--- src/rtl/infix_to_prefix_converter_assert.svh ---
// assertion macros used by the converter top level
`ifndef INFIX_TO_PREFIX_CONVERTER_ASSERT_SVH
`define INFIX_TO_PREFIX_CONVERTER_ASSERT_SVH

// same-cycle property, checked outside reset
`define I2P_ASSERT(lbl, clk, rst_n, prop, msg) \
  lbl: assert property (@(posedge clk) disable iff (!rst_n) (prop)) else $error(msg);

// antecedent implies consequent in the next cycle
`define I2P_ASSERT_NEXT(lbl, clk, rst_n, ante, cons, msg) \
  lbl: assert property (@(posedge clk) disable iff (!rst_n) (ante) |=> (cons)) else $error(msg);

`endif

--- src/rtl/i2p_pkg.sv ---
// shared types, constants and helper functions of the infix to prefix converter
package i2p_pkg;

  localparam int MAX_CHARS = 64;
  localparam int AW        = (MAX_CHARS > 1) ? $clog2(MAX_CHARS) : 1;
  localparam int CW        = $clog2(MAX_CHARS + 1);

  localparam logic [7:0] CH_POW   = 8'h5E;
  localparam logic [7:0] CH_MUL   = 8'h2A;
  localparam logic [7:0] CH_DIV   = 8'h2F;
  localparam logic [7:0] CH_ADD   = 8'h2B;
  localparam logic [7:0] CH_SUB   = 8'h2D;
  localparam logic [7:0] CH_OPEN  = 8'h28;
  localparam logic [7:0] CH_CLOSE = 8'h29;
  localparam logic [7:0] CH_SPACE = 8'h20;
  localparam logic [7:0] CH_TAB   = 8'h09;

  typedef enum logic [2:0] {
    CLS_BLANK,
    CLS_OP,
    CLS_CLOSE,
    CLS_OPEN,
    CLS_OPND
  } char_cls_e;

  // controller to datapath
  typedef struct packed {
    logic load;        // take the input request character
    logic scan_init;   // start a conversion pass
    logic scan_rd;     // read the buffered character below the scan index
    logic scan_dec;    // step the scan index down
    logic stk_rd;      // read top of the operator stack
    logic push_c;      // push the current character
    logic pop_emit;    // pop the top and append it to the result
    logic pop_drop;    // pop the top and discard it
    logic emit_c;      // append the current character to the result
    logic out_init;    // point at the newest result entry
    logic out_rd;      // read the result entry under the output index
    logic out_dec;     // step the output index down
    logic out_empty;   // present the empty result
    logic finish;      // clear the expression for the next one
  } cmd_t;

  // datapath to controller
  typedef struct packed {
    logic      scan_done;
    logic      sp_zero;
    logic      rc_zero;
    logic      out_last;
    logic      pop_higher;
    logic      top_is_close;
    char_cls_e cls;
  } status_t;

  function automatic logic [1:0] prec_of(input logic [7:0] c);
    logic [1:0] p;
    p = 2'd0;
    if (c == CH_POW) begin
      p = 2'd3;
    end else if (c == CH_MUL || c == CH_DIV) begin
      p = 2'd2;
    end else if (c == CH_ADD || c == CH_SUB) begin
      p = 2'd1;
    end
    return p;
  endfunction

  function automatic char_cls_e classify(input logic [7:0] c);
    char_cls_e k;
    k = CLS_OPND;
    if (c == CH_SPACE || c == CH_TAB) begin
      k = CLS_BLANK;
    end else if (prec_of(c) != 2'd0) begin
      k = CLS_OP;
    end else if (c == CH_CLOSE) begin
      k = CLS_CLOSE;
    end else if (c == CH_OPEN) begin
      k = CLS_OPEN;
    end
    return k;
  endfunction

endpackage

--- src/rtl/i2p_datapath.sv ---
// buffers, operator stack, result store and counters of the converter
module i2p_datapath (
  input  logic            clk_i,
  input  logic            rst_ni,
  input  logic [7:0]      in_char_i,
  input  i2p_pkg::cmd_t   cmd_i,
  output i2p_pkg::status_t status_o,
  output logic [7:0]      out_char_o,
  output logic            empty_res_o,
  output logic            overflow_o,
  output logic            last_o
);
  import i2p_pkg::*;

  logic [7:0] expr_mem [MAX_CHARS];
  logic [7:0] stk_mem  [MAX_CHARS];
  logic [7:0] res_mem  [MAX_CHARS];

  logic [CW-1:0] cnt_q, cnt_d;
  logic          ovf_q, ovf_d;
  logic [CW-1:0] idx_q, idx_d;
  logic [CW-1:0] sp_q, sp_d;
  logic [CW-1:0] rc_q, rc_d;
  logic [AW-1:0] oidx_q, oidx_d;
  logic [7:0]    ch_q;
  logic [7:0]    top_q;
  logic [7:0]    res_q;

  logic          cnt_full;
  logic [CW-1:0] idx_m1, sp_m1, rc_m1;
  logic          emit_en;
  logic [7:0]    emit_data;
  logic          push_en;

  assign cnt_full  = (cnt_q == CW'(MAX_CHARS));
  assign idx_m1    = idx_q - CW'(1);
  assign sp_m1     = sp_q - CW'(1);
  assign rc_m1     = rc_q - CW'(1);
  assign emit_en   = (cmd_i.pop_emit || cmd_i.emit_c) && (rc_q < CW'(MAX_CHARS));
  assign emit_data = cmd_i.pop_emit ? top_q : ch_q;
  assign push_en   = cmd_i.push_c && (sp_q < CW'(MAX_CHARS));

  always_comb begin
    cnt_d  = cnt_q;
    ovf_d  = ovf_q;
    idx_d  = idx_q;
    sp_d   = sp_q;
    rc_d   = rc_q;
    oidx_d = oidx_q;
    if (cmd_i.load) begin
      if (cnt_full) begin
        ovf_d = 1'b1;
      end else begin
        cnt_d = cnt_q + CW'(1);
      end
    end
    if (cmd_i.scan_init) begin
      idx_d = cnt_full ? cnt_q : cnt_q + CW'(1);
      sp_d  = '0;
      rc_d  = '0;
    end
    if (cmd_i.scan_dec) begin
      idx_d = idx_m1;
    end
    if (push_en) begin
      sp_d = sp_q + CW'(1);
    end
    if (cmd_i.pop_emit || cmd_i.pop_drop) begin
      sp_d = sp_m1;
    end
    if (emit_en) begin
      rc_d = rc_q + CW'(1);
    end
    if (cmd_i.out_init) begin
      oidx_d = rc_m1[AW-1:0];
    end
    if (cmd_i.out_dec) begin
      oidx_d = oidx_q - AW'(1);
    end
    if (cmd_i.finish) begin
      cnt_d = '0;
      ovf_d = 1'b0;
    end
  end

  always_ff @(posedge clk_i or negedge rst_ni) begin
    if (!rst_ni) begin
      cnt_q  <= '0;
      ovf_q  <= 1'b0;
      idx_q  <= '0;
      sp_q   <= '0;
      rc_q   <= '0;
      oidx_q <= '0;
    end else begin
      cnt_q  <= cnt_d;
      ovf_q  <= ovf_d;
      idx_q  <= idx_d;
      sp_q   <= sp_d;
      rc_q   <= rc_d;
      oidx_q <= oidx_d;
    end
  end

  // expression buffer
  always_ff @(posedge clk_i) begin
    if (cmd_i.load && !cnt_full) begin
      expr_mem[cnt_q[AW-1:0]] <= in_char_i;
    end
    if (cmd_i.scan_rd) begin
      ch_q <= expr_mem[idx_m1[AW-1:0]];
    end
  end

  // operator stack
  always_ff @(posedge clk_i) begin
    if (push_en) begin
      stk_mem[sp_q[AW-1:0]] <= ch_q;
    end
    if (cmd_i.stk_rd) begin
      top_q <= stk_mem[sp_m1[AW-1:0]];
    end
  end

  // result store, read back newest first
  always_ff @(posedge clk_i) begin
    if (emit_en) begin
      res_mem[rc_q[AW-1:0]] <= emit_data;
    end
    if (cmd_i.out_rd) begin
      res_q <= res_mem[oidx_q];
    end
  end

  assign status_o.scan_done    = (idx_q == '0);
  assign status_o.sp_zero      = (sp_q == '0);
  assign status_o.rc_zero      = (rc_q == '0);
  assign status_o.out_last     = (oidx_q == '0);
  assign status_o.pop_higher   = (prec_of(top_q) > prec_of(ch_q));
  assign status_o.top_is_close = (top_q == CH_CLOSE);
  assign status_o.cls          = classify(ch_q);

  assign out_char_o  = cmd_i.out_empty ? 8'h00 : res_q;
  assign empty_res_o = cmd_i.out_empty;
  assign overflow_o  = ovf_q;
  assign last_o      = cmd_i.out_empty || (oidx_q == '0);

endmodule

--- src/rtl/i2p_controller.sv ---
// sequencing state machine of the converter
module i2p_controller (
  input  logic             clk_i,
  input  logic             rst_ni,
  input  logic             start_i,
  input  logic             end_of_expr_i,
  input  i2p_pkg::status_t status_i,
  output i2p_pkg::cmd_t    cmd_o,
  output logic             busy_o,
  output logic             result_valid_o
);
  import i2p_pkg::*;

  localparam logic [3:0] S_IDLE  = 4'd0;
  localparam logic [3:0] S_SRD   = 4'd1;
  localparam logic [3:0] S_SEV   = 4'd2;
  localparam logic [3:0] S_STOP  = 4'd3;
  localparam logic [3:0] S_SCMP  = 4'd4;
  localparam logic [3:0] S_FTOP  = 4'd5;
  localparam logic [3:0] S_FPOP  = 4'd6;
  localparam logic [3:0] S_ORD   = 4'd7;
  localparam logic [3:0] S_OEM   = 4'd8;
  localparam logic [3:0] S_EMPTY = 4'd9;

  logic [3:0] state_q, state_d;

  always_comb begin
    cmd_o          = '0;
    state_d        = state_q;
    result_valid_o = 1'b0;
    unique case (state_q)
      S_IDLE: begin
        if (start_i) begin
          cmd_o.load = 1'b1;
          if (end_of_expr_i) begin
            cmd_o.scan_init = 1'b1;
            state_d         = S_SRD;
          end
        end
      end
      S_SRD: begin
        if (status_i.scan_done) begin
          state_d = S_FTOP;
        end else begin
          cmd_o.scan_rd = 1'b1;
          state_d       = S_SEV;
        end
      end
      S_SEV: begin
        unique case (status_i.cls)
          CLS_BLANK: begin
            cmd_o.scan_dec = 1'b1;
            state_d        = S_SRD;
          end
          CLS_CLOSE: begin
            cmd_o.push_c   = 1'b1;
            cmd_o.scan_dec = 1'b1;
            state_d        = S_SRD;
          end
          CLS_OPND: begin
            cmd_o.emit_c   = 1'b1;
            cmd_o.scan_dec = 1'b1;
            state_d        = S_SRD;
          end
          default: begin
            state_d = S_STOP;
          end
        endcase
      end
      S_STOP: begin
        cmd_o.stk_rd = 1'b1;
        state_d      = S_SCMP;
      end
      S_SCMP: begin
        priority if (status_i.cls == CLS_OP) begin
          if (!status_i.sp_zero && status_i.pop_higher) begin
            cmd_o.pop_emit = 1'b1;
            state_d        = S_STOP;
          end else begin
            cmd_o.push_c   = 1'b1;
            cmd_o.scan_dec = 1'b1;
            state_d        = S_SRD;
          end
        end else begin
          // opening parenthesis: unwind to the nearest closing one
          if (!status_i.sp_zero && !status_i.top_is_close) begin
            cmd_o.pop_emit = 1'b1;
            state_d        = S_STOP;
          end else begin
            cmd_o.pop_drop = !status_i.sp_zero;
            cmd_o.scan_dec = 1'b1;
            state_d        = S_SRD;
          end
        end
      end
      S_FTOP: begin
        if (status_i.sp_zero) begin
          if (status_i.rc_zero) begin
            state_d = S_EMPTY;
          end else begin
            cmd_o.out_init = 1'b1;
            state_d        = S_ORD;
          end
        end else begin
          cmd_o.stk_rd = 1'b1;
          state_d      = S_FPOP;
        end
      end
      S_FPOP: begin
        cmd_o.pop_emit = 1'b1;
        state_d        = S_FTOP;
      end
      S_ORD: begin
        cmd_o.out_rd = 1'b1;
        state_d      = S_OEM;
      end
      S_OEM: begin
        result_valid_o = 1'b1;
        if (status_i.out_last) begin
          cmd_o.finish = 1'b1;
          state_d      = S_IDLE;
        end else begin
          cmd_o.out_dec = 1'b1;
          state_d       = S_ORD;
        end
      end
      S_EMPTY: begin
        result_valid_o  = 1'b1;
        cmd_o.out_empty = 1'b1;
        cmd_o.finish    = 1'b1;
        state_d         = S_IDLE;
      end
      default: begin
        state_d = S_IDLE;
      end
    endcase
  end

  always_ff @(posedge clk_i or negedge rst_ni) begin
    if (!rst_ni) begin
      state_q <= S_IDLE;
    end else begin
      state_q <= state_d;
    end
  end

  assign busy_o = (state_q != S_IDLE);

endmodule

--- src/rtl/infix_to_prefix_converter.sv ---
// top level of the infix to prefix converter
// usage:
//   - a request is taken at a clock edge with start_i high and busy_o low; it carries
//     one character (in_char_i) and end_of_expr_i, which marks the final character
//   - plain characters load while busy_o stays low between them
//   - the end request starts the conversion: busy_o rises and the buffer is scanned
//     newest to oldest, each character read and classified; an operator or '(' also
//     reads and compares the stack top, popping entries as needed, and the leftover
//     stack entries are popped at the end
//   - results then stream out, each read from the result store and shown for one cycle
//     with result_valid_o; last_o marks the final one and busy_o drops the cycle after it
//   - the pace is set by the single read port of each of the three character memories
//   - an expression that yields nothing gives one result with empty_res_o and last_o
//   - overflow_o is high on every result of an expression that lost characters
//   - the receiver cannot stall: results must be taken as they appear
//   - reset clears the counters and the state machine; memories need no clearing
module infix_to_prefix_converter (
  input  logic       clk_i,
  input  logic       rst_ni,
  input  logic       start_i,
  input  logic [7:0] in_char_i,
  input  logic       end_of_expr_i,
  output logic       busy_o,
  output logic       result_valid_o,
  output logic [7:0] out_char_o,
  output logic       empty_res_o,
  output logic       overflow_o,
  output logic       last_o
);
  import i2p_pkg::*;

  `include "infix_to_prefix_converter_assert.svh"

  cmd_t    cmd;
  status_t status;

  // sequencing: scan, stack unwind, readback
  i2p_controller u_ctrl (
    .clk_i          (clk_i),
    .rst_ni         (rst_ni),
    .start_i        (start_i),
    .end_of_expr_i  (end_of_expr_i),
    .status_i       (status),
    .cmd_o          (cmd),
    .busy_o         (busy_o),
    .result_valid_o (result_valid_o)
  );

  // character memories and counters
  i2p_datapath u_dp (
    .clk_i       (clk_i),
    .rst_ni      (rst_ni),
    .in_char_i   (in_char_i),
    .cmd_i       (cmd),
    .status_o    (status),
    .out_char_o  (out_char_o),
    .empty_res_o (empty_res_o),
    .overflow_o  (overflow_o),
    .last_o      (last_o)
  );

  // results only appear during a conversion
  `I2P_ASSERT(a_valid_busy, clk_i, rst_ni, !result_valid_o || busy_o,
              "result outside a conversion")

  // an end request always starts a conversion
  `I2P_ASSERT_NEXT(a_end_starts, clk_i, rst_ni, start_i && !busy_o && end_of_expr_i,
                   busy_o, "end request did not start conversion")

  // the final result releases the block
  `I2P_ASSERT_NEXT(a_last_idle, clk_i, rst_ni, result_valid_o && last_o,
                   !busy_o && !result_valid_o, "block still busy after final result")

  // an empty result is a single, final one
  `I2P_ASSERT(a_empty_last, clk_i, rst_ni, !(result_valid_o && empty_res_o) || last_o,
              "empty result not marked last")

endmodule

--- config.mk ---
export PLATFORM = sky130hd
export DESIGN_NAME = infix_to_prefix_converter
export DESIGN_NICKNAME = d
export VERILOG_FILES = /design/src/rtl/i2p_pkg.sv /design/src/rtl/i2p_datapath.sv /design/src/rtl/i2p_controller.sv /design/src/rtl/infix_to_prefix_converter.sv
export VERILOG_INCLUDE_DIRS = /design/src /design/src/rtl
export SDC_FILE = /design/constraint.sdc
export NUM_CORES = 2
export LEC_CHECK = 0
export ABC_CLOCK_PERIOD_IN_PS = 8500
export BUFFER_PORTS_ARGS = -buffer_cell sky130_fd_sc_hd__buf_4
export CAP_MARGIN = 20
export CORE_MARGIN = 10
export CORE_UTILIZATION = 43
export CTS_CLUSTER_DIAMETER = 120
export DETAILED_ROUTE_END_ITERATION = 10
export MAX_ROUTING_LAYER = met4
export PLACE_DENSITY = 0.69
export SETUP_SLACK_MARGIN = 0.05
export SYNTH_ARGS = -nofsm -noshare
export SYNTH_HDL_FRONTEND = slang
export SYNTH_HIERARCHICAL = 1
export SYNTH_SLANG_ARGS = --single-unit
export TNS_END_PERCENT = 5
--- constraint.sdc ---
create_clock -name clk_i -period 8.5 [get_ports clk_i]
set_clock_uncertainty 0.2 [all_clocks]
set_input_delay 0.85 -clock clk_i [delete_from_list [all_inputs] [get_ports clk_i]]
set_output_delay 0.85 -clock clk_i [all_outputs]
set_load 0.03 [all_outputs]
==> out/qor.yml <==
run_status:
  outcome: "complete, no violations"
die:
  num_io_pins: 25
  start_util_pct: 43.2
  die_w_um: 405
  dieArea_mm2: 0.164
  coreArea_mm2: 0.148
  std_cell_rows: 141
  fp.dieH_um: 405
clocking:
  clk_pin_slew_ps: 60
  cts_buffer_depth: 3
  cts_buffers: 161
  cts_sinks: 1599
  htree_levels: 4
  cts-root-buf: "clkbuf_16"
  cts_tree: "built"
  insertion_delay_ps: 790
routing:
  routedWlPerCell_um: 26.5
  drc: 0
  vias: 31971
  firstDrtPassIters: 5
  vias_per_cell: 5.92
  dr.first_iter.drc_count: 3844
  routed_wl_um: 143000
  antenna_left: 0
synth:
  ys.flop_type: "edfxtp_1"
  synth_top_cell_by_area: "edfxtp_1"
  synthDistinctLibCells: 76
  synth-seq-area-share_pct: 74.9
  synth_edf_count: 1560
  syn_area_mm2: 0.0638
  synth_area_leaders: "edfxtp_1 (73%), mux4_2 (13%), nor2_1 (1.7%)"
  netlist.area_leader.share_pct: 73.4
  yosysWarnings: 6
  synthArstFlopShare_pct: 2.44
  avgSynthCellArea_um2: 19.5
  synth_cells: 3273
  ys_ff_latch: 1599
  synth_nets: 3296
final_layout:
  syn_to_final_growth_pct: 11.5
  fin_cells: 5397
  drive_above_1_share_pct: 22.0
  fin_nets: 3357
  finalCoreUtilization_pct: 48.2
  n_antenna_cell: 0
sta:
  hold_viol_final: 0
  slew_violations: 0
  slew_headroom_pct: 21.7
  period_needed_ps: 6040
  setup_violations: 0
  clock.fmax_ghz: 0.166
  rsz0062_at_grt: "false"
  max_slew.worst_pin.slew_ps: 1170
  tns_ps: 0
  fin_crit_sh_pct: 71.1
power:
  power.share.clock_pct: 26.6
  seq_power_share_pct: 40.5
  internal_power_w: 0.0168
  power_frac_comb_pct: 33.0
  power.total_w: 0.0254
  leakage_nw: 22.0
  ir_drop_uv: 305
  switching_power_w: 0.00866
  switching_share_pct: 34.0
  pwr_density_cell_mw_per_mm2: 357
setup_path:
  cp-start-kind: "flip-flop"
  crit_start: "u_dp/ch_q[2]$_DFFE_PP_"
  cp_max_fo: 20
  cp-end-kind: "flip-flop"
  crit_type: "flip-flop to flip-flop"
  crit_required_ps: 8670
  worstPathArrival_ps: 6210
  reg2reg_from: "u_dp/ch_q[2]$_DFFE_PP_"
hold_path:
  hold_start: "u_dp/overflow_o$_DFFE_PN0P_"
  hold_class: "flip-flop to flip-flop"
placement:
  dp.cells: 5096
  portBuffers: 24
  place_congestion: 0.923
  dpl.hpwl_um: 85800
global_route:
  track_usage_pct: 17.7
  antenna_found_initial: 2
  grt_max_degree: 113
  grt_pass1_wl_um: 214000
  grt_overflow: 0
  grt_pass1_vias: 31785
job:
  maxCapViolCount: 0
## path summary, 6_finish.rpt
| check | to | slack, ps | cells past startpoint |
|---|---|---|---|
| max | u_dp/res_mem[14][5]$_DFFE_PP_ | 2460 | 15 |
| min | u_dp/overflow_o$_DFFE_PN0P_ | 310 | 2 |
| max reg2reg | u_dp/res_mem[14][5]$_DFFE_PP_ | 2460 | 15 |
| min reg2reg | u_dp/overflow_o$_DFFE_PN0P_ | 310 | 2 |
| max in group asynchronous | u_dp/oidx_q[1]$_DFFE_PN0P_ | 7040 | 2 |
| min in group asynchronous | u_dp/sp_q[5]$_DFFE_PN0P_ | 510 | 2 |
## critical path, stage by stage (launching register included)
cell and delay, ps:
edfxtp_1 880, nor2b_1 270, nor4bb_1 570, a31oi_1 100, ha_1 350, a21oi_1 70
a21oi_1 130, nand2b_1 90, mux2_4 300, a2111oi_4 340, buf_4 260, nor2_1 100
or2_2 350, nor2_1 290, nand3_1 590, nor2_1 740
## registers in the layout (all words and copies together) (netlist names)
name,cells
u_ctrl/state_q,4
u_dp/ch_q,8
u_dp/cnt_q,7
u_dp/expr_mem,512
u_dp/idx_q,7
u_dp/oidx_q,6
u_dp/overflow_o,1
u_dp/rc_q,7
u_dp/res_mem,512
u_dp/res_q,8
u_dp/sp_q,7
u_dp/stk_mem,512
u_dp/top_q,8
## stage by stage
step	hold WS [ps]	worst slack, ps	area (um^2)
floorplan	303	2670	63800
global placement	281	2570	66000
detailed placement	294	2620	66100
CTS	308	2520	71200
global route	358	2110	71200
finish	306	2460	71200
## Yosys cell counts (7+ instances only)
cell / count
or3_1: 10
xor2_1: 13
buf_1: 13
edfxtp_1: 1560
nand2_1: 189
a221oi_1: 14
xnor2_1: 13
nand3_1: 62
a2111oi_0: 13
a32oi_1: 14
a31oi_1: 21
nand2b_1: 9
o22ai_1: 21
buf_2: 46
dfrtp_1: 39
ha_1: 11
inv_1: 21
a21oi_1: 43
nor2b_1: 32
o221ai_1: 22
buf_4: 26
mux2i_1: 79
o21ai_0: 28
nor2_1: 285
nand4_1: 8
nor3_1: 12
mux4_2: 364
a41o_1: 7
a211oi_1: 21
or2_2: 7
o31ai_1: 8
nand3b_1: 11
clkbuf_1: 94
mux2_2: 57
## routing by layer
layer  global-route usage (%)  wire [um]
met1                     24.9      60900
met3                     3.66      12100
met5                        -          0
met2                     26.4      66700
met4                     4.67       3490
## what timing repair did
item,CTS,global route
setup buffers,0,0
gates resized for setup,0,0
endpoints found under the hold margin,39,0
hold buffers,1,0
endpoints found under the setup margin,0,0
## layout make-up
| class | instances | area (um^2) |
|---|---|---|
| Fill cell | 11749 | 76500 |
| Sequential cell | 1599 | 47800 |
| Inverter | 22 | 82.6 |
| Clock buffer | 193 | 4170 |
| Timing Repair Buffer | 82 | 624 |
| Tap cell | 1930 | 2410 |
| Clock inverter | 103 | 906 |
| Multi-Input combinational cell | 1468 | 15200 |
## power by group through the flow
stage / sequential [W] / combinational (W) / clock, W
2_1_floorplan: 0.0102 / 0.00561 / 0
5_1_grt: 0.0104 / 0.00885 / 0.00720
3_3_place_gp: 0.0105 / 0.00823 / 0
4_1_cts: 0.0103 / 0.00838 / 0.00688
6_report: 0.0103 / 0.00838 / 0.00676
3_5_place_dp: 0.0105 / 0.00836 / 0
## cell usage in the layout (no fill, tap or decap), types with 43 or more instances in the layout
cell and count:
edfxtp_1 1560, mux4_2 364, nor2_1 285, nand2_1 189
clkbuf_16 162, mux2i_1 79, buf_4 69, nand3_1 62
mux2_2 51, a21oi_1 43
## cell families after synthesis
logic type                 count (synthesis)  share of synthesized area [%]
xor gates and xnor gates                  29                          0.468
adders and majority gates                 11                          0.216
buffers and inverters                    206                           1.51
DFF                                     1599                           74.9
AOI/OAI and AO/OA                        254                           2.87
and+or+nand+nor                          668                           4.72
muxes                                    506                           15.3
No activity file was read; power rests on OpenSTA's default activity.
